==> config.mk <==
export PLATFORM = sky130hd
export DESIGN_NAME = csim_fifo
export DESIGN_NICKNAME = d
export VERILOG_FILES = /design/src/csim_pkg.sv /design/src/csim_fifo.sv
export VERILOG_INCLUDE_DIRS = /design/src /design/src/src
export SDC_FILE = /design/constraint.sdc
export NUM_CORES = 1
export LEC_CHECK = 0
export ABC_AREA = 0
export BUFFER_PORTS_ARGS = -buffer_cell sky130_fd_sc_hd__buf_2
export CORE_MARGIN = 5
export CORE_UTILIZATION = 35
export CTS_CLUSTER_SIZE = 24
export DETAILED_ROUTE_END_ITERATION = 8
export PLACE_DENSITY_LB_ADDON = 0.1
export SLEW_MARGIN = 20
export SYNTH_ARGS = -nofsm -noshare
export SYNTH_HDL_FRONTEND = slang
export SYNTH_SLANG_ARGS = --single-unit
==> constraint.sdc <==
create_clock -name i_clk -period 8.8 [get_ports i_clk]
set_input_delay 1.32 -clock i_clk [delete_from_list [all_inputs] [get_ports i_clk]]
set_output_delay 1.32 -clock i_clk [all_outputs]
set_load 0.02 [all_outputs]
==> src/cosine_similarity_engine_macros.svh <==
// ----------------------------------------------------------------------------
// cosine_similarity_engine_macros.svh
// Assertion macros shared by the cosine similarity engine modules.
// ----------------------------------------------------------------------------
`ifndef COSINE_SIMILARITY_ENGINE_MACROS_SVH
`define COSINE_SIMILARITY_ENGINE_MACROS_SVH

// Checked on every clock edge outside reset.
`define CSIM_ASSERT(label, prop, msg) \
    label: assert property (@(posedge i_clk) disable iff (!i_rst_n) (prop)) \
        else $error(msg);

// Checked on every clock edge, reset included.
`define CSIM_ASSERT_ALWAYS(label, prop, msg) \
    label: assert property (@(posedge i_clk) (prop)) else $error(msg);

`endif

==> src/csim_pkg.sv <==
// ----------------------------------------------------------------------------
// csim_pkg
// Widths, constants and types of the cosine similarity engine.
// ----------------------------------------------------------------------------
package csim_pkg;

    // element width default
    localparam int ELEM_WIDTH_DEF = 16;

    // accumulator widths (sums of Q2.30 products)
    localparam int DOT_W = 41;
    localparam int SQ_W  = 40;

    // result
    localparam int RES_W  = 16;
    localparam int Q_BITS = 16;
    localparam logic [Q_BITS-1:0] CAP_POS = 16'd32767;
    localparam logic [Q_BITS-1:0] CAP_NEG = 16'd32768;

    // queue between front and back
    localparam int FIFO_DEPTH = 2;
    localparam int PTR_W      = 1;
    localparam int CNT_W      = 2;

    // multi-cycle multiplier: 41-bit operands split into 21 + 20 bit halves
    localparam int MAG_W    = 41;
    localparam int MUL_HALF = 21;
    localparam int PP_W     = 2 * MUL_HALF;
    localparam int ACC_W    = 81;

    // root search widths
    localparam int P_W        = 80;   // sumA * sumB
    localparam int R_W        = 81;   // dot * dot
    localparam int ROOT_SHIFT = 30;
    localparam int E_W        = R_W + ROOT_SHIFT;   // remainder
    localparam int M_W        = P_W + Q_BITS;       // q * P
    localparam int T_W        = E_W + 2;            // trial term

    // one finished vector: the three sums
    typedef struct packed {
        logic signed [DOT_W-1:0] dot;
        logic        [SQ_W-1:0]  sa;
        logic        [SQ_W-1:0]  sb;
    } t_acc;

    // queue status toward front and back
    typedef struct packed {
        logic full;
        logic empty;
    } t_fifo_stat;

endpackage

==> src/csim_fifo.sv <==
// ----------------------------------------------------------------------------
// csim_fifo
// Short queue of finished sums between the MAC front and the root back end.
// ----------------------------------------------------------------------------
module csim_fifo (
    input  logic                 i_clk,
    input  logic                 i_rst_n,
    input  logic                 i_push,
    input  csim_pkg::t_acc       i_push_data,
    input  logic                 i_pop,
    output csim_pkg::t_acc       o_pop_data,
    output csim_pkg::t_fifo_stat o_stat
);
    import csim_pkg::*;
    `include "cosine_similarity_engine_macros.svh"

    t_acc             r_mem [FIFO_DEPTH];
    logic [PTR_W-1:0] r_wr_ptr, r_rd_ptr;
    logic [CNT_W-1:0] r_count;

    assign o_stat.full  = (r_count == CNT_W'(FIFO_DEPTH));
    assign o_stat.empty = (r_count == '0);
    assign o_pop_data   = r_mem[r_rd_ptr];

    // storage
    always_ff @(posedge i_clk) begin
        if (i_push) begin
            r_mem[r_wr_ptr] <= i_push_data;
        end
    end

    // pointers and fill count
    always_ff @(posedge i_clk) begin
        if (!i_rst_n) begin
            r_wr_ptr <= '0;
            r_rd_ptr <= '0;
            r_count  <= '0;
        end else begin
            if (i_push) begin
                r_wr_ptr <= r_wr_ptr + PTR_W'(1);
            end
            if (i_pop) begin
                r_rd_ptr <= r_rd_ptr + PTR_W'(1);
            end
            if (i_push && !i_pop) begin
                r_count <= r_count + CNT_W'(1);
            end else if (i_pop && !i_push) begin
                r_count <= r_count - CNT_W'(1);
            end
        end
    end

    `CSIM_ASSERT(a_no_push_full, i_push |-> !o_stat.full, "push into full queue")
    `CSIM_ASSERT(a_no_pop_empty, i_pop |-> !o_stat.empty, "pop from empty queue")
    `CSIM_ASSERT_ALWAYS(a_count_range, !i_rst_n || (r_count <= CNT_W'(FIFO_DEPTH)), "queue count overflow")

endmodule

Yosys cells after proc, flatten, opt, wreduce, memory -nomap -nowiden
Memory sizes are Yosys's and may differ from the RTL's. A register that Yosys moved wholly into a read port is not among the register bits.
Index checks and enable logic that the tools add are counted.
{ "totals": {"input_bits": 125, "n_memories": 1, "out_inout_bits": 123, "ram_bits": 242, "ff_bits": 4} }
{ "classes": {"n_addsub": 4, "reduce_logical": 6, "mux": 6, "n_eq_ne": 1} }
{ "mem_list": {"columns": ["name", "words", "word_bits", "read_ports", "rd_ports_with_merged_regs", "write_ports", "line", "text"], "rows": [
  ["r_mem", 2, 121, 1, 1, 1, "csim_fifo.sv:17", "t_acc r_mem [FIFO_DEPTH];"]
]} }
{ "ops": {"columns": ["operator", "count"], "rows": [
  ["2-to-1 mux 1 bit", 4],
  ["2-to-1 mux 2 bit", 2],
  ["adder 1 bit, second input constant", 2],
  ["adder 2 x 1 -> 2 bit, second input constant", 1],
  ["== test 2 bit, second input constant", 1],
  ["logical AND 1 bit", 2],
  ["zero test 1 bit", 2],
  ["zero test 2 bit", 1],
  ["nonzero test 2 bit", 1],
  ["subtractor 2 x 1 -> 2 bit, second input constant", 1]
]} }

Logic depth before layout (Yosys ltp)
{ "depth": {"word_depth": 4, "depth_mapped": 5, "mapped_depth_nobuf": 5} }

Least setup slack after synthesis
Ideal clock, no wire load.
{ "synth_path": {"path_type": "input port to flip-flop", "start": "in i_push", "end": "mem r_mem[0][0] (netlist name), enable pin", "path_slack_ns": 1.583, "arrival_ns": 6.600, "required_ns": 8.183, "path_stages": 1, "setup_ns": 0.617, "cell_sequence": "nor2b_1"} }
{ "synth_between": {"elab_chain_len": 2} }
{ "synth_lines": {"columns": ["element", "line", "text"], "rows": [
  ["start, declared", "csim_fifo.sv:8", "input logic i_push,"],
  ["2-to-1 mux 1 bit", "csim_fifo.sv:27", "if (i_push) begin"],
  ["2-to-1 mux 1 bit (not written as such)", "csim_fifo.sv:28", "r_mem[r_wr_ptr] <= i_push_data;"],
  ["end, declared", "csim_fifo.sv:17", null]
]} }
Every way passes these cells.

==> metrics.csv <==
stage,metric,value,unit
die,Die Ht,170,µm
hold_path,hold path startpoint,r_count[1],
routing,final wirelength,18.4,mm
sta,Slew @ Worst Pin,1040,ps
status,outcome,finished clean,
cts,clk root buf,clkbuf_16,
logic_synthesis,Syn Std Cell Area,0.00897,mm²
routing,TritonRoute pass-1 iters,4,
pwr,PD cells,245,mW/mm²
logic_synthesis,largest area contributor in the netlist,edfxtp_1,
pwr,Overall Power,0.00281,W
final_layout,layout cell share with drive strength beyond 1,60.6,%
pwr,Peak VDD IR,0.212,mV
logic_synthesis,post-synthesis simple-gate area fraction,0.600,%
global_route,antenna violations before repair,2,
sta,Final min period,4180,ps
critical_path,CP Launch Type,flop,
cts,CTS sink count,247,
cts,hold_buf cts,0,
critical_path,largest fanout on the critical path,69,
critical_path,crit path DAT,2860,ps
global_route,vias in the first global route,4912,
logic_synthesis,"Avg Cell Area, Syn",22.5,µm²
final_layout,nets,791,
place,# port buffers,247,
die,core area,0.0252,mm²
logic_synthesis,Synth Net Count,524,
cts,Post-CTS Resized,0,
routing,post-route ant nets,0,
die,Top Ports,248,
routing,vias per std cell,4.46,
cts,H-tree level count,1,
place,DP Worst Slack,5080,ps
cts,number of buffers added for setup after CTS,0,
logic_synthesis,mux cell area share after synthesis,15.2,%
die,die width,170,µm
sta,final hold slack,506,ps
final_layout,synthesis-to-finish area growth,27.5,%
sta,endpoints failing setup,0,
cts,deepest clock path buffer count,3,
logic_synthesis,Synth area leaders,"edfxtp_1 81%, mux2_2 15%, buf_6 1.1%, dfxtp_1 1.1%, and2_1 0.28%",
hold_path,Worst Hold Class,reg2reg,
global_route,largest net degree at the start of global routing,75,
critical_path,Setup CP Type,reg2out,
critical_path,CP Capture Type,output port,
logic_synthesis,Synth Register Bits,247,
logic_synthesis,combinational family with the most area after synthesis,multiplexers,
critical_path,r2r startpoint,r_wr_ptr,
die,Initial Utilization,35.6,%
global_route,grt total ovfl,0,
logic_synthesis,Synth Area in Compound Gates,0.223,%
sta,Clock Skew,16.9,ps
logic_synthesis,"Seq/Total Area, Yosys",82.1,%
sta,final hold vios,0,
place,Final HPWL DP,12.0,mm
routing,DR WL/cell,18.1,µm
sta,setup ws final,4620,ps
sta,final setup TNS,0,ps
logic_synthesis,Synth Area in XOR/XNOR,0.293,%
cts,clk slew on worst S/H paths,60,ps
critical_path,Worst EP required,7480,ps
final_layout,# diodes,0,
cts,TritonCTS buffer count,27,
logic_synthesis,adder-cell share of the synthesized area,0.139,%
logic_synthesis,library cells used by synthesis,17,
routing,DRC viols,0,
sta,Max Freq,239,MHz
die,FP Rows,58,
global_route,GRT met3 Usage,4.46,%
place,GP Congestion,0.740,
logic_synthesis,area share of the largest cell type after synthesis,81.0,%
logic_synthesis,synth warn,0,
global_route,met2 Track Usage GR,19.6,%
pwr,Pleak,4.27,nW
global_route,Tot GR Track Use,12.2,%
routing,1st-iter DRT viols,219,
final_layout,fill count,2179,
sta,max-slew violations,0,
logic_synthesis,Cells after Synth,398,
die,Die ar.,0.0289,mm²
sta,Rel. slew slack,30.7,%
sta,RSZ-0062 raised after global routing,no,
cts,CTS tree,built,
global_route,met1 Use GR,15.7,%
sta,final worst-path cycle share,47.5,%
flow_run,max_cap viols,0,
cts,worst skew pair latency,530,ps
global_route,global-route wire length before repair,27.8,mm
global_route,GR peak layer,met2,
routing,DR vias,4533,
cell type report:
cell class,instances,area [µm²],area share (%)
sequential,247,7370,64.4
timing repair buffer,251,1270,11.1
clock buffer,35,726,6.34
inverter,1,3.75,0.0328
tap,330,413,3.61
clock inverter,15,175,1.53
multi-input combinational,137,1490,13.0
placed cells by master, fill, tap and decap left out, types with 2 or more instances in the layout:
cell type | Yosys | final
clkbuf_1 | 0 | 6
nor2b_1 | 3 | 2
mux2_2 | 121 | 121
bufinv_16 | 0 | 4
buf_2 | 3 | 247
xor2_1 | 2 | 2
and2_1 | 4 | 3
clkbuf_8 | 0 | 2
dfxtp_1 | 5 | 4
edfxtp_1 | 242 | 242
clkinv_2 | 0 | 7
buf_4 | 1 | 4
clkbuf_16 | 0 | 27
clkinv_1 | 0 | 3
layer usage:
layer,vias to the layer above,wire (µm)
li1,2126,-
met1,2205,7520
met2,172,8680
met3,26,1860
met4,4,306
met5,-,21
sequential cells by signal (all words and copies together) (netlist names), named ones only:
signal,cells
r_mem,242
r_count,2
r_rd_ptr,1
r_wr_ptr,1
critical path: stages (launching register included):
cell,delay (ps)
dfxtp_4,810
buf_4,830
mux2_2,430
buf_2,160
path summary, 6_finish.rpt:
path	end	slack (ps)	depth (start not counted)
worst min-delay path	r_count[1]	510	2
worst min register to register	r_count[1]	510	2
worst max register to register	r_mem[1][102]	6400	2
worst max-delay path	o_pop_data[74]	4620	3
per-stage QoR:
stage | area (µm²) | cells | utilization, %
3_5_place_dp | 10500 | 966 | 41.9
6_report | 11400 | 1016 | 45.4
4_1_cts | 11400 | 1016 | 45.4
5_1_grt | 11400 | 1016 | 45.4
2_1_floorplan | 8970 | 398 | -
3_3_place_gp | 10500 | 966 | 41.9
logic make-up (layout without fill, tap and decap cells):
| kind of cell | Yosys count | count (layout) |
|---|---|---|
| flip-flops | 247 | 247 |
| AO/OA/AOI/OAI | 3 | 3 |
| multiplexers | 121 | 121 |
| XOR/XNOR | 3 | 3 |
| AND/OR/NAND/NOR | 9 | 9 |
| buffers and inverters | 14 | 302 |
| adder cells (fa/ha/maj) | 1 | 1 |
report_power, final:
| group | internal (W) | switching (W) |
|---|---|---|
| registers | 0.00136 | 0.0000223 |
| clock network | 0.000696 | 0.000432 |
| logic | 0.000121 | 0.000176 |
| total | 0.00218 | 0.000630 |
Yosys cell counts (all sizes together):
library cell	count
nor2	1
a21boi	1
mux2	121
o21a	1
edfxtp	242
nor2b	3
buf	13
dfxtp	5
ha	1
and2	4
xnor2	1
or3	1
o21ai	1
inv	1
xor2	2
Power figures use the tool's default switching activity.
