### src/cosine_similarity_engine_macros.svh
// ----------------------------------------------------------------------------
// cosine_similarity_engine_macros.svh
// Assertion macros shared by the cosine similarity engine modules.
// ----------------------------------------------------------------------------
`ifndef COSINE_SIMILARITY_ENGINE_MACROS_SVH
`define COSINE_SIMILARITY_ENGINE_MACROS_SVH

// Checked on every clock edge outside reset.
`define CSIM_ASSERT(label, prop, msg) \
    label: assert property (@(posedge i_clk) disable iff (!i_rst_n) (prop)) \
        else $error(msg);

// Checked on every clock edge, reset included.
`define CSIM_ASSERT_ALWAYS(label, prop, msg) \
    label: assert property (@(posedge i_clk) (prop)) else $error(msg);

`endif

### src/csim_pkg.sv
// ----------------------------------------------------------------------------
// csim_pkg
// Widths, constants and types of the cosine similarity engine.
// ----------------------------------------------------------------------------
package csim_pkg;

    // element width default
    localparam int ELEM_WIDTH_DEF = 16;

    // accumulator widths (sums of Q2.30 products)
    localparam int DOT_W = 41;
    localparam int SQ_W  = 40;

    // result
    localparam int RES_W  = 16;
    localparam int Q_BITS = 16;
    localparam logic [Q_BITS-1:0] CAP_POS = 16'd32767;
    localparam logic [Q_BITS-1:0] CAP_NEG = 16'd32768;

    // queue between front and back
    localparam int FIFO_DEPTH = 2;
    localparam int PTR_W      = 1;
    localparam int CNT_W      = 2;

    // multi-cycle multiplier: 41-bit operands split into 21 + 20 bit halves
    localparam int MAG_W    = 41;
    localparam int MUL_HALF = 21;
    localparam int PP_W     = 2 * MUL_HALF;
    localparam int ACC_W    = 81;

    // root search widths
    localparam int P_W        = 80;   // sumA * sumB
    localparam int R_W        = 81;   // dot * dot
    localparam int ROOT_SHIFT = 30;
    localparam int E_W        = R_W + ROOT_SHIFT;   // remainder
    localparam int M_W        = P_W + Q_BITS;       // q * P
    localparam int T_W        = E_W + 2;            // trial term

    // one finished vector: the three sums
    typedef struct packed {
        logic signed [DOT_W-1:0] dot;
        logic        [SQ_W-1:0]  sa;
        logic        [SQ_W-1:0]  sb;
    } t_acc;

    // queue status toward front and back
    typedef struct packed {
        logic full;
        logic empty;
    } t_fifo_stat;

endpackage

### src/csim_front.sv
// ----------------------------------------------------------------------------
// csim_front
// Per-beat MAC: running dot product and sums of squares with saturation.
// On the last pair the finished sums go to the queue and the sums clear.
// ----------------------------------------------------------------------------
module csim_front #(
    parameter int ELEM_WIDTH = csim_pkg::ELEM_WIDTH_DEF
) (
    input  logic                          i_clk,
    input  logic                          i_rst_n,
    input  logic                          i_accept,
    input  logic signed [ELEM_WIDTH-1:0]  i_elem_a,
    input  logic signed [ELEM_WIDTH-1:0]  i_elem_b,
    input  logic                          i_last_element,
    output logic                          o_push,
    output csim_pkg::t_acc                o_push_data
);
    import csim_pkg::*;

    localparam int PW  = 2 * ELEM_WIDTH;
    localparam int DSW = ((PW > DOT_W) ? PW : DOT_W) + 1;
    localparam int SSW = ((PW > SQ_W) ? PW : SQ_W) + 1;
    localparam logic signed [DSW-1:0] DMAX = (DSW'(1) <<< (DOT_W - 1)) - DSW'(1);
    localparam logic signed [DSW-1:0] DMIN = -(DSW'(1) <<< (DOT_W - 1));
    localparam logic [SSW-1:0] SMAX = (SSW'(1) << SQ_W) - SSW'(1);

    logic signed [DOT_W-1:0] r_dot, n_dot;
    logic [SQ_W-1:0] r_sa, n_sa, r_sb, n_sb;

    logic signed [PW-1:0] prod_ab, prod_aa, prod_bb;
    logic signed [DSW-1:0] dsum;
    logic [SSW-1:0] sum_a, sum_b;

    // products and wide sums
    assign prod_ab = i_elem_a * i_elem_b;
    assign prod_aa = i_elem_a * i_elem_a;
    assign prod_bb = i_elem_b * i_elem_b;
    assign dsum  = DSW'(r_dot) + DSW'(prod_ab);
    assign sum_a = SSW'(r_sa) + SSW'(unsigned'(prod_aa));
    assign sum_b = SSW'(r_sb) + SSW'(unsigned'(prod_bb));

    // clamp to accumulator range
    always_comb begin
        if (dsum > DMAX) begin
            n_dot = DOT_W'(DMAX);
        end else if (dsum < DMIN) begin
            n_dot = DOT_W'(DMIN);
        end else begin
            n_dot = DOT_W'(dsum);
        end
        n_sa = (sum_a > SMAX) ? SQ_W'(SMAX) : SQ_W'(sum_a);
        n_sb = (sum_b > SMAX) ? SQ_W'(SMAX) : SQ_W'(sum_b);
    end

    assign o_push           = i_accept & i_last_element;
    assign o_push_data.dot  = n_dot;
    assign o_push_data.sa   = n_sa;
    assign o_push_data.sb   = n_sb;

    // accumulators
    always_ff @(posedge i_clk) begin
        if (!i_rst_n) begin
            r_dot <= '0;
            r_sa  <= '0;
            r_sb  <= '0;
        end else if (i_accept) begin
            if (i_last_element) begin
                r_dot <= '0;
                r_sa  <= '0;
                r_sb  <= '0;
            end else begin
                r_dot <= n_dot;
                r_sa  <= n_sa;
                r_sb  <= n_sb;
            end
        end
    end

endmodule

### config.mk
export PLATFORM = sky130hd
export DESIGN_NAME = csim_front
export DESIGN_NICKNAME = d
export VERILOG_FILES = /design/src/cosine_similarity_engine_macros.svh /design/src/csim_pkg.sv /design/src/csim_front.sv
export SDC_FILE = /design/constraint.sdc
export NUM_CORES = 2
export LEC_CHECK = 0
export BUFFER_PORTS_ARGS = -buffer_cell sky130_fd_sc_hd__buf_2
export CORE_MARGIN = 5
export CORE_UTILIZATION = 45
export CTS_BUF_LIST = sky130_fd_sc_hd__clkbuf_16
export CTS_CLUSTER_DIAMETER = 60
export DETAILED_ROUTE_END_ITERATION = 12
export GPL_ROUTABILITY_DRIVEN = 0
export REMOVE_ABC_BUFFERS = 1
export SYNTH_ARGS = -nofsm -noshare
export SYNTH_HDL_FRONTEND = slang
export SYNTH_SLANG_ARGS = --single-unit
### constraint.sdc
create_clock -name i_clk -period 14.3 [get_ports i_clk]
set_clock_uncertainty 0.2 [all_clocks]
set_input_delay 2.145 -clock i_clk [delete_from_list [all_inputs] [get_ports i_clk]]
set_output_delay 2.145 -clock i_clk [all_outputs]
set_load 0.02 [all_outputs]
## Word level (Yosys, flattened, before mapping)

Index checks and enable logic that the tools add are counted.

- RAM bits: 0
- Latch bits: 0
- Word-level logic and storage cells: 21
- Register bits: 121
- Memory bits (read-only): 0
- Bits of input ports: 36
- Output and inout port bits: 122
- Memories kept: 0

- Shift operators: 0
- Eq/ne operators: 0
- Mux-type cells: 7
- Add/subtract/negate cells: 3
- Divide/modulo/power cells: 0
- Bitwise logic cells: 1
- Multipliers: 3
- $lt $le $gt $ge: 4
- Reductions and logical operators: 0

Operators by type and width:

| operator | number |
|---|---|
| 2-to-1 mux 40 bit | 4 |
| 2-to-1 mux 41 bit | 3 |
| multiplier 16 x 16 -> 32 bit | 3 |
| adder 40 x 32 -> 41 bit | 2 |
| greater-than comparator 41 x 40 -> 1 bit, second input constant | 2 |
| adder 41 x 32 -> 42 bit | 1 |
| greater-than comparator 42 x 41 -> 1 bit, second input constant | 1 |
| < comparator 42 x 41 -> 1 bit, second input constant | 1 |
| bitwise AND 1 bit | 1 |

## Depth between registers and ports, before layout

- Depth in word-level cells: 6
- Depth in mapped cells: 39
- Gate-level depth less buffers: 36

## Least setup slack after synthesis

No wires, ideal clock.

- Path type: input to output
- From: input port i_elem_a[12]
- To: output port o_push_data[73] (netlist bit)
- Path buffers: 3
- Cell stages on the path: 33
- Arrival time: 10093 ps
- Setup slack: 1862 ps
- Path through: clkbuf_1 clkbuf_1 nand2_1 fa_1 fa_1 fa_1 inv_1 fa_1 fa_1 inv_1 fa_1 inv_1 ha_1 and3_1 a211o_1 o31ai_1 a21oi_1 or2_1 a2111oi_0 or3_1 xnor2_1 ha_1 clkbuf_1 nand2_1 o21ai_0 a21o_1 a21o_1 a21o_1 a31o_1 a221o_1 a21oi_1 nor2b_1 mux2_4

RTL lines:

| item | line | text |
|---|---|---|
| from (decl) | csim_front.sv:12 | `input logic signed [ELEM_WIDTH-1:0] i_elem_a,` |
| to (decl) | csim_front.sv:16 | `output csim_pkg::t_acc o_push_data` |

==> impl_metrics.yaml <==
outcome:
  outcome: "completed"
cts:
  clkTransAtPathRegs_ns: 0.06
  cts_resized: 0
  tritoncts: "yes"
  post_cts_buffers: 0
  holdBufCountCts: 0
  cts-root-buf: "clkbuf_16"
  ctsHtreeMaxLevel: 4
  clock_sink_total: 121
  tritoncts.num_buffers: 17
  clock_insertion_delay_worst_skew_ns: 0.52
  clock_tree.buffer_depth: 2
grt:
  track_usage_pct: 22.7
  grt_met1_use_pct: 31.6
  grt.met2_usage_pct: 37.6
  global_route_wire_length_before_repair_um: 170000
  antenna_found_initial: 2
  gr-total-overflow: 0
  first_global_vias: 31170
  grt.busiest_layer: "met2"
  grt.met3_usage_pct: 3.41
  maximum_number_of_pins_on_one_net_before_global_route_repair: 66
synthesis:
  library_cell_with_the_highest_instance_count_after_synthesis: "inv_1"
  yosys.cell_types.count: 93
  synth_top_family_by_area: "adder cells"
  synthesized_area_fraction_occupied_by_and_or_nand_nor_cells_pct: 12.9
  seq_area_frac_synth_pct: 6.20
  synthesis.instances: 4399
  synthTopCellsByCount: "inv_1 (981), fa_1 (813), nand2_1 (483), ha_1 (361), nor2_1 (223)"
  mappedNetlistArea_um2: 39000
  synth-main-ff-cell: "dfxtp_1"
  synth.area.mux_share_pct: 0.369
  ys_top_cells_by_area: "fa_1 (42%), ha_1 (12%), inv_1 (9.4%), dfxtp_1 (6.2%), nand2_1 (4.6%)"
  async_sr_flop_fraction_pct: 0
  synth-compound-area-share_pct: 11.3
  synth.avg_cell_area_um2: 8.88
  synthesized_flop_and_latch_total: 121
  netlist.top_cell.by_area: "fa_1"
  synth_edf_count: 0
  synthesis.yosys.warnings: 0
  yosysTopAreaCellShare_pct: 41.7
  synth-xor-area-share_pct: 4.02
  synth_fa_ha_area_share_pct: 53.8
floorplanning:
  start_util_pct: 45.1
  dieArea_um2: 92700
  count_of_pins_on_the_block_boundary: 158
  core-area_um2: 86500
  die-height_um: 305
  dieWidth_um: 305
  placement_rows: 108
worst_setup_path:
  worst_ep_arrival_time_ns: 11.32
  path_common_cell: "fa_1"
  worstSetupPathType: "input pin to output pin"
  worst_ep_required_time_ns: 11.95
  cpLargestDelayFamily: "adder cells"
  critical_path.endpoint_type: "output pin"
  cpPeakStageDelay_ns: 0.65
  wp_depth: 33
  worst-r2r-cell-count: 20
  worst-path-max-fanout: 26
  path_buf_inv: 7
  critPathLaunchType: "input pin"
  critPathSlowestCell: "a2111oi_0"
layout:
  multiInputGateArea_um2: 32200
  drive_gt1_share_pct: 7.12
  area.sequential_um2: 2420
  diodes: 0
  final_cell_area_um2: 41600
  areaGrowthSynthToFinish_pct: 6.65
  filler_cell_count: 8399
  finish.net_count: 5665
timing:
  hold_slack_ns: 0.251
  timing_max_transition_violations_final: 0
  relSlewSlack_pct: 30.7
  fmaxAchievable_mhz: 73.2
  final_min_period_over_clock_period_pct: 95.6
  transition_time_of_the_tightest_slew_check_pin_ns: 1.04
  unrepaired_setup_endpoints_after_global_routing: "no"
  timing.final.hold_violations: 0
  tns_ns: 0
  finalWorstPathRequiredPeriod_ns: 13.66
  total_of_endpoints_with_negative_setup_slack_in_the_final_report: 0
hold_path:
  worst_hold_path.num_cells: 2
  worst_hold_path_type: "register to register"
job:
  maxCapViolCount: 0
routing:
  drt-wirelength-per-cell_um: 18.3
  route.antenna.remaining_nets: 0
  drc: 0
  number_of_vias_after_detailed_routing: 29370
  initialDrtViolationCount: 1527
  dr.pass1.iters: 7
  vias_per_cell: 5.22
  routed_wirelength_um: 103000
place:
  place.port_buffers: 157
  dp_hpwl_um: 85700
  detailed_place.area_um2: 41000
-- metal layers --
| layer | vias to the layer above | share of wire [%] |
|---|---|---|
| li1 | 13785 | - |
| met4 | 0 | 2.2 |
| met3 | 106 | 5.4 |
| met5 | - | 0 |
| met2 | 714 | 48 |
| met1 | 14765 | 45 |
-- flip-flops by register name, indices dropped and copies added (netlist names) --
register,cells
r_dot,41
r_sb,40
r_sa,40
-- final timing paths --
path	from	endpoint	slack (ns)
min	r_dot[24]	r_dot[24]	0.25
max	i_elem_a[2]	o_push_data[73]	0.64
max reg2reg	r_dot[15]	r_dot[5]	7.49
min reg2reg	r_dot[24]	r_dot[24]	0.25
-- area by class of cell --
cell class                 instances  share of cell area [%]
sequential                       121                    5.82
multi-input combinational       3107                    77.3
timing repair buffer             216                    2.95
tap                             1155                    3.47
clock inverter                    14                   0.478
clock buffer                      17                    1.02
inverter                         992                    8.94
-- layout by cell type (no fill, tap or decap), types with 17 or more instances in the layout --
cell type  netlist  final
maj3_1          21     21
a21oi_1        145    145
a21o_1          95     95
nor2b_1         22     21
and2_1         141    141
and3_1          40     40
dfxtp_1        121    121
nand2b_1        26     26
fa_1           813    813
a31oi_1         26     26
clkbuf_16        0     17
nor2_1         223    222
nor3_1          26     26
o21ai_0         75     75
o21ai_1         30     29
inv_1          981    982
buf_4            1     59
a22o_1          71     71
a211oi_1        17     17
ha_1           361    361
buf_2           19    157
xnor2_1        118    118
o21bai_1        22     22
nand3_1         52     52
nand2_1        483    483
xor2_1          61     61
o21a_1          27     27
-- metrics by stage --
stage | setup WS, ns | instances | utilization [%]
finish | 0.636 | 5622 | 48.1
global route | 0.00885 | 5622 | 48.1
CTS | 0.552 | 5622 | 48.1
detailed placement | 0.571 | 5591 | 47.4
global placement | 0.769 | 5591 | 47.4
floorplan | 1.86 | 4220 | -
-- worst reg2reg max path, stage by stage, from the launching register on --
cell	delay (ns)
dfxtp_1	0.31
inv_1	0.06
fa_1	0.49
inv_1	0.05
fa_1	0.42
fa_1	0.54
inv_1	0.05
fa_1	0.53
inv_1	0.05
fa_1	0.37
ha_1	0.43
a21oi_1	0.29
o21ai_1	0.17
nor4b_2	0.39
a21oi_1	0.17
a21oi_2	0.31
o211ai_2	0.39
buf_4	0.37
o21ai_4	0.81
a21oi_1	0.13
a21o_1	0.20
-- logic make-up after synthesis --
family | Yosys count
compound gates | 631
xor+xnor | 179
fa+ha+maj | 1196
buf+inv | 1171
flops | 121
mux | 13
simple gates | 1088
Power is left out: the tool's default activity adds up to more than one toggle a clock period on the data nets, which glitch-free logic cannot reach.
