===== config.mk =====
export PLATFORM = sky130hd
export DESIGN_NAME = csim_back
export DESIGN_NICKNAME = d
export VERILOG_FILES = /design/src/csim_pkg.sv /design/src/csim_back.sv
export VERILOG_INCLUDE_DIRS = /design/src /design/src/src
export SDC_FILE = /design/constraint.sdc
export NUM_CORES = 2
export LEC_CHECK = 0
export BUFFER_PORTS_ARGS = -buffer_cell sky130_fd_sc_hd__clkbuf_2
export CORE_MARGIN = 2
export CORE_UTILIZATION = 45
export CTS_BUF_LIST = sky130_fd_sc_hd__clkbuf_4 sky130_fd_sc_hd__clkbuf_8 sky130_fd_sc_hd__clkbuf_16
export DETAILED_ROUTE_END_ITERATION = 6
export HOLD_SLACK_MARGIN = 0.08
export PLACE_DENSITY = 0.59
export SLEW_MARGIN = 20
export SYNTH_ARGS = -nofsm -noshare
export SYNTH_HDL_FRONTEND = slang
export SYNTH_SLANG_ARGS = --single-unit

===== constraint.sdc =====
create_clock -name i_clk -period 50 [get_ports i_clk]
set_input_delay 10 -clock i_clk [delete_from_list [all_inputs] [get_ports i_clk]]
set_output_delay 10 -clock i_clk [all_outputs]
set_load 0.05 [all_outputs]

===== src/cosine_similarity_engine_macros.svh =====
// ----------------------------------------------------------------------------
// cosine_similarity_engine_macros.svh
// Assertion macros shared by the cosine similarity engine modules.
// ----------------------------------------------------------------------------
`ifndef COSINE_SIMILARITY_ENGINE_MACROS_SVH
`define COSINE_SIMILARITY_ENGINE_MACROS_SVH

// Checked on every clock edge outside reset.
`define CSIM_ASSERT(label, prop, msg) \
    label: assert property (@(posedge i_clk) disable iff (!i_rst_n) (prop)) \
        else $error(msg);

// Checked on every clock edge, reset included.
`define CSIM_ASSERT_ALWAYS(label, prop, msg) \
    label: assert property (@(posedge i_clk) (prop)) else $error(msg);

`endif


===== src/csim_pkg.sv =====
// ----------------------------------------------------------------------------
// csim_pkg
// Widths, constants and types of the cosine similarity engine.
// ----------------------------------------------------------------------------
package csim_pkg;

    // element width default
    localparam int ELEM_WIDTH_DEF = 16;

    // accumulator widths (sums of Q2.30 products)
    localparam int DOT_W = 41;
    localparam int SQ_W  = 40;

    // result
    localparam int RES_W  = 16;
    localparam int Q_BITS = 16;
    localparam logic [Q_BITS-1:0] CAP_POS = 16'd32767;
    localparam logic [Q_BITS-1:0] CAP_NEG = 16'd32768;

    // queue between front and back
    localparam int FIFO_DEPTH = 2;
    localparam int PTR_W      = 1;
    localparam int CNT_W      = 2;

    // multi-cycle multiplier: 41-bit operands split into 21 + 20 bit halves
    localparam int MAG_W    = 41;
    localparam int MUL_HALF = 21;
    localparam int PP_W     = 2 * MUL_HALF;
    localparam int ACC_W    = 81;

    // root search widths
    localparam int P_W        = 80;   // sumA * sumB
    localparam int R_W        = 81;   // dot * dot
    localparam int ROOT_SHIFT = 30;
    localparam int E_W        = R_W + ROOT_SHIFT;   // remainder
    localparam int M_W        = P_W + Q_BITS;       // q * P
    localparam int T_W        = E_W + 2;            // trial term

    // one finished vector: the three sums
    typedef struct packed {
        logic signed [DOT_W-1:0] dot;
        logic        [SQ_W-1:0]  sa;
        logic        [SQ_W-1:0]  sb;
    } t_acc;

    // queue status toward front and back
    typedef struct packed {
        logic full;
        logic empty;
    } t_fifo_stat;

endpackage


===== src/csim_back.sv =====
// ----------------------------------------------------------------------------
// csim_back
// Root and divide back end. Forms P = sumA*sumB and D = dot*dot on one
// shared 21x21 multiplier, then finds the largest q with q*q*P <= D*2^30
// one bit at a time by shift and subtract, and registers the result.
// ----------------------------------------------------------------------------
module csim_back (
    input  logic                             i_clk,
    input  logic                             i_rst_n,
    input  csim_pkg::t_acc                   i_pop_data,
    input  csim_pkg::t_fifo_stat             i_stat,
    output logic                             o_pop,
    output logic                             o_valid,
    input  logic                             i_ready,
    output logic signed [csim_pkg::RES_W-1:0] o_similarity,
    output logic                             o_zero_magnitude
);
    import csim_pkg::*;
    `include "cosine_similarity_engine_macros.svh"

    typedef enum logic [2:0] {
        S_IDLE,
        S_MUL,
        S_DRAIN,
        S_TRY,
        S_CMP,
        S_DONE
    } t_state;

    t_state r_state;

    logic [MAG_W-1:0]  r_sa, r_sb, r_dmag;
    logic              r_neg, r_zero;
    logic [2:0]        r_step;
    logic [PP_W-1:0]   r_pp;
    logic [1:0]        r_pp_sh;
    logic              r_pp_sel, r_pp_vld;
    logic [P_W-1:0]    r_p;
    logic [R_W-1:0]    r_r;
    logic [E_W-1:0]    r_e;
    logic [M_W-1:0]    r_m;
    logic [T_W-1:0]    r_t;
    logic [3:0]        r_bit;
    logic [Q_BITS-1:0] r_q;
    logic              r_out_valid, r_out_zero;
    logic signed [RES_W-1:0] r_out_sim;

    logic              start_zero;
    logic [MAG_W-1:0]  mul_x, mul_y, pop_dmag;
    logic [MUL_HALF-1:0] half_x, half_y;
    logic [PP_W-1:0]   pp;
    logic [ACC_W-1:0]  pp_shifted, acc_p_sum, acc_r_sum;
    logic [T_W-1:0]    trial;
    logic              fits;
    logic [Q_BITS-1:0] q_capped;
    logic signed [RES_W-1:0] res_val;
    logic              out_free;

    // pop when idle and an item waits
    assign o_pop      = (r_state == S_IDLE) && !i_stat.empty;
    assign start_zero = (i_pop_data.sa == '0) || (i_pop_data.sb == '0);
    assign pop_dmag   = i_pop_data.dot[DOT_W-1] ? MAG_W'(-i_pop_data.dot)
                                                : MAG_W'(i_pop_data.dot);

    // shared multiplier: step[2] picks the product, step[1:0] the halves
    assign mul_x  = r_step[2] ? r_dmag : r_sa;
    assign mul_y  = r_step[2] ? r_dmag : r_sb;
    assign half_x = r_step[1] ? MUL_HALF'(mul_x[MAG_W-1:MUL_HALF]) : mul_x[MUL_HALF-1:0];
    assign half_y = r_step[0] ? MUL_HALF'(mul_y[MAG_W-1:MUL_HALF]) : mul_y[MUL_HALF-1:0];
    assign pp     = half_x * half_y;

    // align registered partial product
    always_comb begin
        case (r_pp_sh)
            2'd0:    pp_shifted = ACC_W'(r_pp);
            2'd1:    pp_shifted = ACC_W'(r_pp) << MUL_HALF;
            default: pp_shifted = ACC_W'(r_pp) << (2 * MUL_HALF);
        endcase
    end
    assign acc_p_sum = ACC_W'(r_p) + pp_shifted;
    assign acc_r_sum = r_r + pp_shifted;

    // root search: trial term and its fit against the remainder
    assign trial = (T_W'(r_m) << ({1'b0, r_bit} + 5'd1)) + (T_W'(r_p) << {r_bit, 1'b0});
    assign fits  = (r_t <= T_W'(r_e));

    // cap and sign
    always_comb begin
        if (r_neg) begin
            q_capped = (r_q > CAP_NEG) ? CAP_NEG : r_q;
            res_val  = RES_W'(-q_capped);
        end else begin
            q_capped = (r_q > CAP_POS) ? CAP_POS : r_q;
            res_val  = RES_W'(q_capped);
        end
    end

    assign out_free = !r_out_valid || i_ready;

    // sequencer with output register
    always_ff @(posedge i_clk) begin
        if (!i_rst_n) begin
            r_state     <= S_IDLE;
            r_pp_vld    <= 1'b0;
            r_out_valid <= 1'b0;
        end else begin
            // in S_DONE the output register is reloaded below instead
            if (r_out_valid && i_ready && (r_state != S_DONE)) begin
                r_out_valid <= 1'b0;
            end
            unique case (r_state)
                S_IDLE: begin
                    if (o_pop) begin
                        r_sa   <= MAG_W'(i_pop_data.sa);
                        r_sb   <= MAG_W'(i_pop_data.sb);
                        r_dmag <= pop_dmag;
                        r_neg  <= i_pop_data.dot[DOT_W-1];
                        r_zero <= start_zero;
                        r_step <= '0;
                        r_p    <= '0;
                        r_r    <= '0;
                        r_q    <= '0;
                        r_state <= start_zero ? S_DONE : S_MUL;
                    end
                end
                S_MUL: begin
                    r_pp     <= pp;
                    r_pp_sh  <= 2'(r_step[1]) + 2'(r_step[0]);
                    r_pp_sel <= r_step[2];
                    r_pp_vld <= 1'b1;
                    if (r_pp_vld) begin
                        if (r_pp_sel) begin
                            r_r <= acc_r_sum;
                        end else begin
                            r_p <= P_W'(acc_p_sum);
                        end
                    end
                    r_step <= r_step + 3'd1;
                    if (r_step == 3'd7) begin
                        r_state <= S_DRAIN;
                    end
                end
                S_DRAIN: begin
                    // last partial product lands in D; start the search
                    r_pp_vld <= 1'b0;
                    r_e      <= E_W'(acc_r_sum) << ROOT_SHIFT;
                    r_r      <= acc_r_sum;
                    r_m      <= '0;
                    r_bit    <= 4'(Q_BITS - 1);
                    r_state  <= S_TRY;
                end
                S_TRY: begin
                    r_t     <= trial;
                    r_state <= S_CMP;
                end
                S_CMP: begin
                    if (fits) begin
                        r_e        <= r_e - E_W'(r_t);
                        r_m        <= r_m + (M_W'(r_p) << r_bit);
                        r_q[r_bit] <= 1'b1;
                    end
                    r_bit   <= r_bit - 4'd1;
                    r_state <= (r_bit == '0) ? S_DONE : S_TRY;
                end
                S_DONE: begin
                    if (out_free) begin
                        r_out_valid <= 1'b1;
                        r_out_zero  <= r_zero;
                        r_out_sim   <= r_zero ? '0 : res_val;
                        r_state     <= S_IDLE;
                    end
                end
                default: r_state <= S_IDLE;
            endcase
        end
    end

    assign o_valid          = r_out_valid;
    assign o_similarity     = r_out_sim;
    assign o_zero_magnitude = r_out_zero;

    `CSIM_ASSERT(a_pop_idle, o_pop |-> (r_state == S_IDLE), "pop outside idle")
    `CSIM_ASSERT(a_zero_sim, (o_valid && o_zero_magnitude) |-> (o_similarity == '0),
                 "zero magnitude with nonzero similarity")
    `CSIM_ASSERT(a_load_free, (r_state == S_DONE && out_free) |=> o_valid,
                 "finished result not registered")

endmodule


-- Word-level counts from Yosys, hierarchy flattened
Cells that the tools add are included.
- RAM bits: 0
- bits in latches: 0
- word-level logic and storage cells: 126
- memories: 0
- input port bits: 126
- bits in read-only memories: 0
- bits in registers: 694
- multiply operators: 1
- muxes and demuxes: 39
- shifts and indexed selects: 3
- bitwise logic cells: 1
- divide/modulo/power cells: 0
- $lt $le $gt $ge: 5
- reduce and logical (&&, ||, !) cells: 29
- $add $sub $neg: 11
- equality and inequality tests: 15
- operators with widths (cell ; number):
    $mux W81 ; 3
    $pmux W81 S3 ; 1
    $mux W80 ; 3
    $pmux W111 S2 ; 1
    $pmux W96 S2 ; 1
    $pmux W81 S2 ; 1
    $pmux W80 S2 ; 1
    $add A113 B113 Y113 ; 1
    $le A113 B111 Y1 ; 1
    $shl A80 B5 Y113 ; 1
    $shl A96 B5 Y113 ; 1
    $mux W111 ; 1
    $sub A111 B111 Y111 ; 1
    $add A96 B96 Y96 ; 1
    $mux W96 ; 1
    $shl A80 B4 Y96 ; 1
    $mux W41 ; 2
    $add A81 B81 Y81 ; 1
    $add A80 B80 Y80 ; 1
    $logic_not A40 Y1 ; 2
    $mux W16 ; 5
    $mul A21 B21 Y42 ; 1
    $mux W21 ; 2
    $neg A41 Y41 ; 1
    other kinds (37) ; 69

-- Logic depth before layout (Yosys ltp)
- depth in word-level cells: 7
- depth in mapped cells: 36
- mapped depth without buffers: 31

-- Worst setup path before layout
No wires, ideal clock.
- path type: input to register
- from: in i_rst_n
- to: reg r_e[0], enable pin
- stages on the path: 2
- setup time: 1.092 ns
- setup slack: 23.493 ns
- arrival: 25.415 ns
- path through: nor3b_1 > a21boi_0
- longest elaborated chain between the ends: 1
- ends and longest elaborated chain (element ; RTL line ; source):
    from (decl) ; csim_back.sv:9 ; input logic i_rst_n,
    $reduce_and A3 Y1 (no line) ; -- ;
    to (signal assigned) ; csim_back.sv:146 ; r_e <= E_W'(acc_r_sum) << ROOT_SHIFT;
    to (signal assigned) ; csim_back.sv:158 ; r_e <= r_e - E_W'(r_t);
    to (decl) ; csim_back.sv:40 ; logic [E_W-1:0] r_e;
Every way passes these cells.
A chain may end at the register's enable or synchronous reset.

-- Worst setup path in the final report
- from: in i_stat[0] (netlist bit)
- to: out o_pop
- longest elaborated chain between the ends: 2
- ends and longest elaborated chain (element ; RTL line ; source):
    from (decl) ; csim_back.sv:11 ; input csim_pkg::t_fifo_stat i_stat,
    $logic_not A1 Y1 ; csim_back.sv:60 ; assign o_pop = (r_state == S_IDLE) && !i_stat.empty;
    $logic_and A1 B1 Y1 ; csim_back.sv:60 ;
    to (decl) ; csim_back.sv:12 ; output logic o_pop,
Every way passes these cells.

==> results.md <==
* Slew margin rel. at about an eighth
* Avg WL per Cell at 24.8 µm
* Die width at 440 µm
* Routed WL at slightly above 300,000 µm
* Final ANT Viol Nets at 0
* Grt total ovfl at 0
* Crit Path Class: input pin to output port
* Reg2reg end: r_pp[40]$_DFFE_PP_
* Setup crit start kind: input pin
* Post-Syn Area at approximately 86,000 µm²
* CP Capture Type: output port
* Post-Place Cells at around 12k
* First-pass GRT wire length at 457,000 µm
* Synth warn at 0
* Max-cap violations at 0
* Area Growth Syn to Fin at 6.46%
* Post-synthesis compound-gate area fraction at a little under a fifth
* Worst Hold End: r_pp_vld$_SDFFE_PN0P_
* Initial antenna violation count at 9
* Cts-stage hold buffer count at 0
* Synth Area in Adders at 19.4%
* CP max-delay cell: nor4_1
* Hold path startpoint: r_pp_vld$_SDFFE_PN0P_
* Worst R2R Path Depth at 30
* Clock skew at 0.0637 ns
* Yosys top cell area share at 24.1%
* Largest family of logic cells by synthesized area: adder cells
* TritonCTS clock tree: built
* Flop2flop setup slack at 39.91 ns
* Ports at 145
* Critical Path, Cell by Cell: clkbuf_2, nor4_1, clkbuf_2
* Area share of and/or/nand/nor cells after synthesis at 16.7%
* Vias in the first global route at 73.4k
* HPWL Detailed at 250,000 µm
* Worst-Skew Late Latency at 0.77 ns
* 1st-iter DRT viols at 7,177
* Status: complete, but fails checks
* Longest Clk Path Bufs at 3
* Layout Cells excl Fill at 12.4k
* Tot GR Track Use at 31.1%
* Post-cts gate resize count at 0
* Hold Fails Final Rpt at 0
* Slew Limit Fails at 0
* Area contributors post-synth: edfxtp_1, ha_1, fa_1
* Clock slew at reported path FFs at 0.07 ns
* FP Rows at 160
* Worst Max-Slew Pin Slew at 1.31 ns
* Ys flop type: edfxtp_1
* Final net count at 11.1k
* Total CTS buffers at 87
* DR pass1 iterations at 7
* Final min period at 21.16 ns
* H-tree Lvls at 3
* Setup TNS at 0 ns
* Hold Path Stages at 2
* Crit Path Max Fanout at 4
* Post-synth EDFFs at 689
* Drt via density at 6.09
* Number of port buffers at 143
* Mean Syn Cell Area at 8.45 µm²
* Final setup viols at 0
* CTS Root Cell: clkbuf_16
* CP required at 40.00 ns
* Failing checks: DRC
* Starting density of the core at 45.2%
* Vias at approximately 76k
* Final period util at 42.3%
* Post-synthesis mux area share at a little under a tenth
* Worst hold path class: register to register
* Largest stage delay on the critical path at about 0.59 ns
* RR Startpoint: r_step[2]$_SDFFCE_PP0P_
* Synth area leader: edfxtp_1
* Netlist cell types at between 80 and 90
* Die area at 194,000 µm²
* Layout cells sized above 1 at under 10%
* Crit path DAT at 11.16 ns
* Peak Freq at 47.2 MHz
* Residual DRC at 4
* Register bit total from synthesis at between 600 and 700
* Setup Fix Bufs, Post-CTS at 0
* Die Span Y at between 400 and 500 µm
* Routability Congestion at 0.992
* Clock Sinks at approximately 690
* Post-Synth XOR/XNOR Area at 5.38%
* Most used cell, CP: clkbuf_2
* Synth Net Count at approximately 11k
* RSZ-0062 raised after global routing: no
* Syn Inst Count at 10.1k
* Sequential area share after synthesis at 24.3%
* Fraction of registers with async set/reset at 0%
* Pin count of the biggest net entering global routing at 129
* Core area at 190,000 µm²
sequential cells by signal (all words and copies together), names as in the netlist, 41 cells and up:
name and cells:
r_m 96, r_t 113, r_dmag 41, r_p 80
r_r 81, r_pp 42, r_e 111
critical path: cells and delay by family:
family	cells	cell delay, ns
simple gates	1	0.59
buf+inv	2	0.57
cell families (layout without fill, tap and decap cells):
family                     count (synthesis)  after routing
AOI/OAI and AO/OA                       2625           2625
xor gates and xnor gates                 526            526
adders and majority gates               1108           1108
buffers and inverters                   1416           1205
DFF                                      694            694
muxes                                    588            588
other                                      0              6
and+or+nand+nor                         3185           3185
area by class of cell:
cell class | instances | area, µm²
antenna | 6 | 15.0
clock buffer | 105 | 2330
clock inverter | 53 | 654
fill | 18418 | 98400
inverter | 806 | 3030
multi-input combinational | 8032 | 59700
sequential | 694 | 20800
tap | 2511 | 3140
timing repair buffer | 241 | 1530
routing by layer:
| metal | vias to the layer above | GRT usage (%) | part of all wire, % |
|---|---|---|---|
| met5 | - | 0.298 | 0.025 |
| met2 | 3144 | 53.1 | 48 |
| met3 | 676 | 4.94 | 6.6 |
| li1 | 35346 | - | - |
| met4 | 2 | 19.3 | 7.3 |
| met1 | 36679 | 36.6 | 38 |
cells in the final DEF, fill, tap and decap left out, drive strengths merged, types with 96 or more instances in the layout:
cell | netlist | routed
nor2 | 1137 | 1137
nand2 | 1045 | 1045
inv | 806 | 813
a21oi | 765 | 765
ha | 745 | 745
o21ai | 715 | 715
edfxtp | 689 | 689
a21o | 393 | 393
mux2i | 389 | 389
fa | 363 | 363
xnor2 | 335 | 335
clkbuf | 531 | 248
nand4 | 212 | 212
xor2 | 191 | 191
nor3 | 166 | 166
o21bai | 161 | 161
mux4 | 150 | 150
nand2b | 131 | 131
buf | 79 | 98
o21a | 96 | 96
nand3 | 96 | 96
worst max path at each step:
stage	from	endpoint	slack, ns
after floorplan	i_rst_n	r_e[0]$_SDFFCE_PN0P_	23.49
after global placement	i_stat[0]	o_pop	28.79
after detailed placement	i_stat[0]	o_pop	28.85
after CTS	i_stat[0]	o_pop	28.84
after global routing	i_stat[0]	o_pop	28.84
final	i_stat[0]	o_pop	28.84
cells in the mapped netlist (39+ instances only):
cell,count
nor3_1,165
or3_1,51
nor4_1,56
xnor2_1,335
mux4_2,150
o21a_1,96
o21bai_1,161
nor2b_1,56
a21oi_1,765
nand4_1,212
a21boi_0,39
clkbuf_1,531
o31ai_1,58
nand2b_1,130
mux2i_1,389
nand3_1,96
xor2_1,191
ha_1,745
buf_1,73
inv_1,803
o21ai_0,699
nand2_1,1045
fa_1,363
edfxtp_1,689
and3_1,42
mux2_2,49
a211oi_1,58
a21o_1,393
and2_1,76
a31oi_1,78
nor2_1,1137
stage by stage:
| stage | utilization, % | worst slack [ns] | cell area [µm²] | hold WS, ns |
|---|---|---|---|---|
| 2_1_floorplan | - | 23.49 | 85700 | 0.424 |
| 3_3_place_gp | 46.5 | 28.79 | 88200 | 0.485 |
| 3_5_place_dp | 46.5 | 28.85 | 88200 | 0.499 |
| 4_1_cts | 48.1 | 28.84 | 91200 | 0.506 |
| 5_1_grt | 48.1 | 28.84 | 91200 | 0.523 |
| 6_report | 48.1 | 28.84 | 91200 | 0.507 |
Power is not shown: default switching activity piles up to over one toggle a cycle in this logic, so the estimate is an artifact.
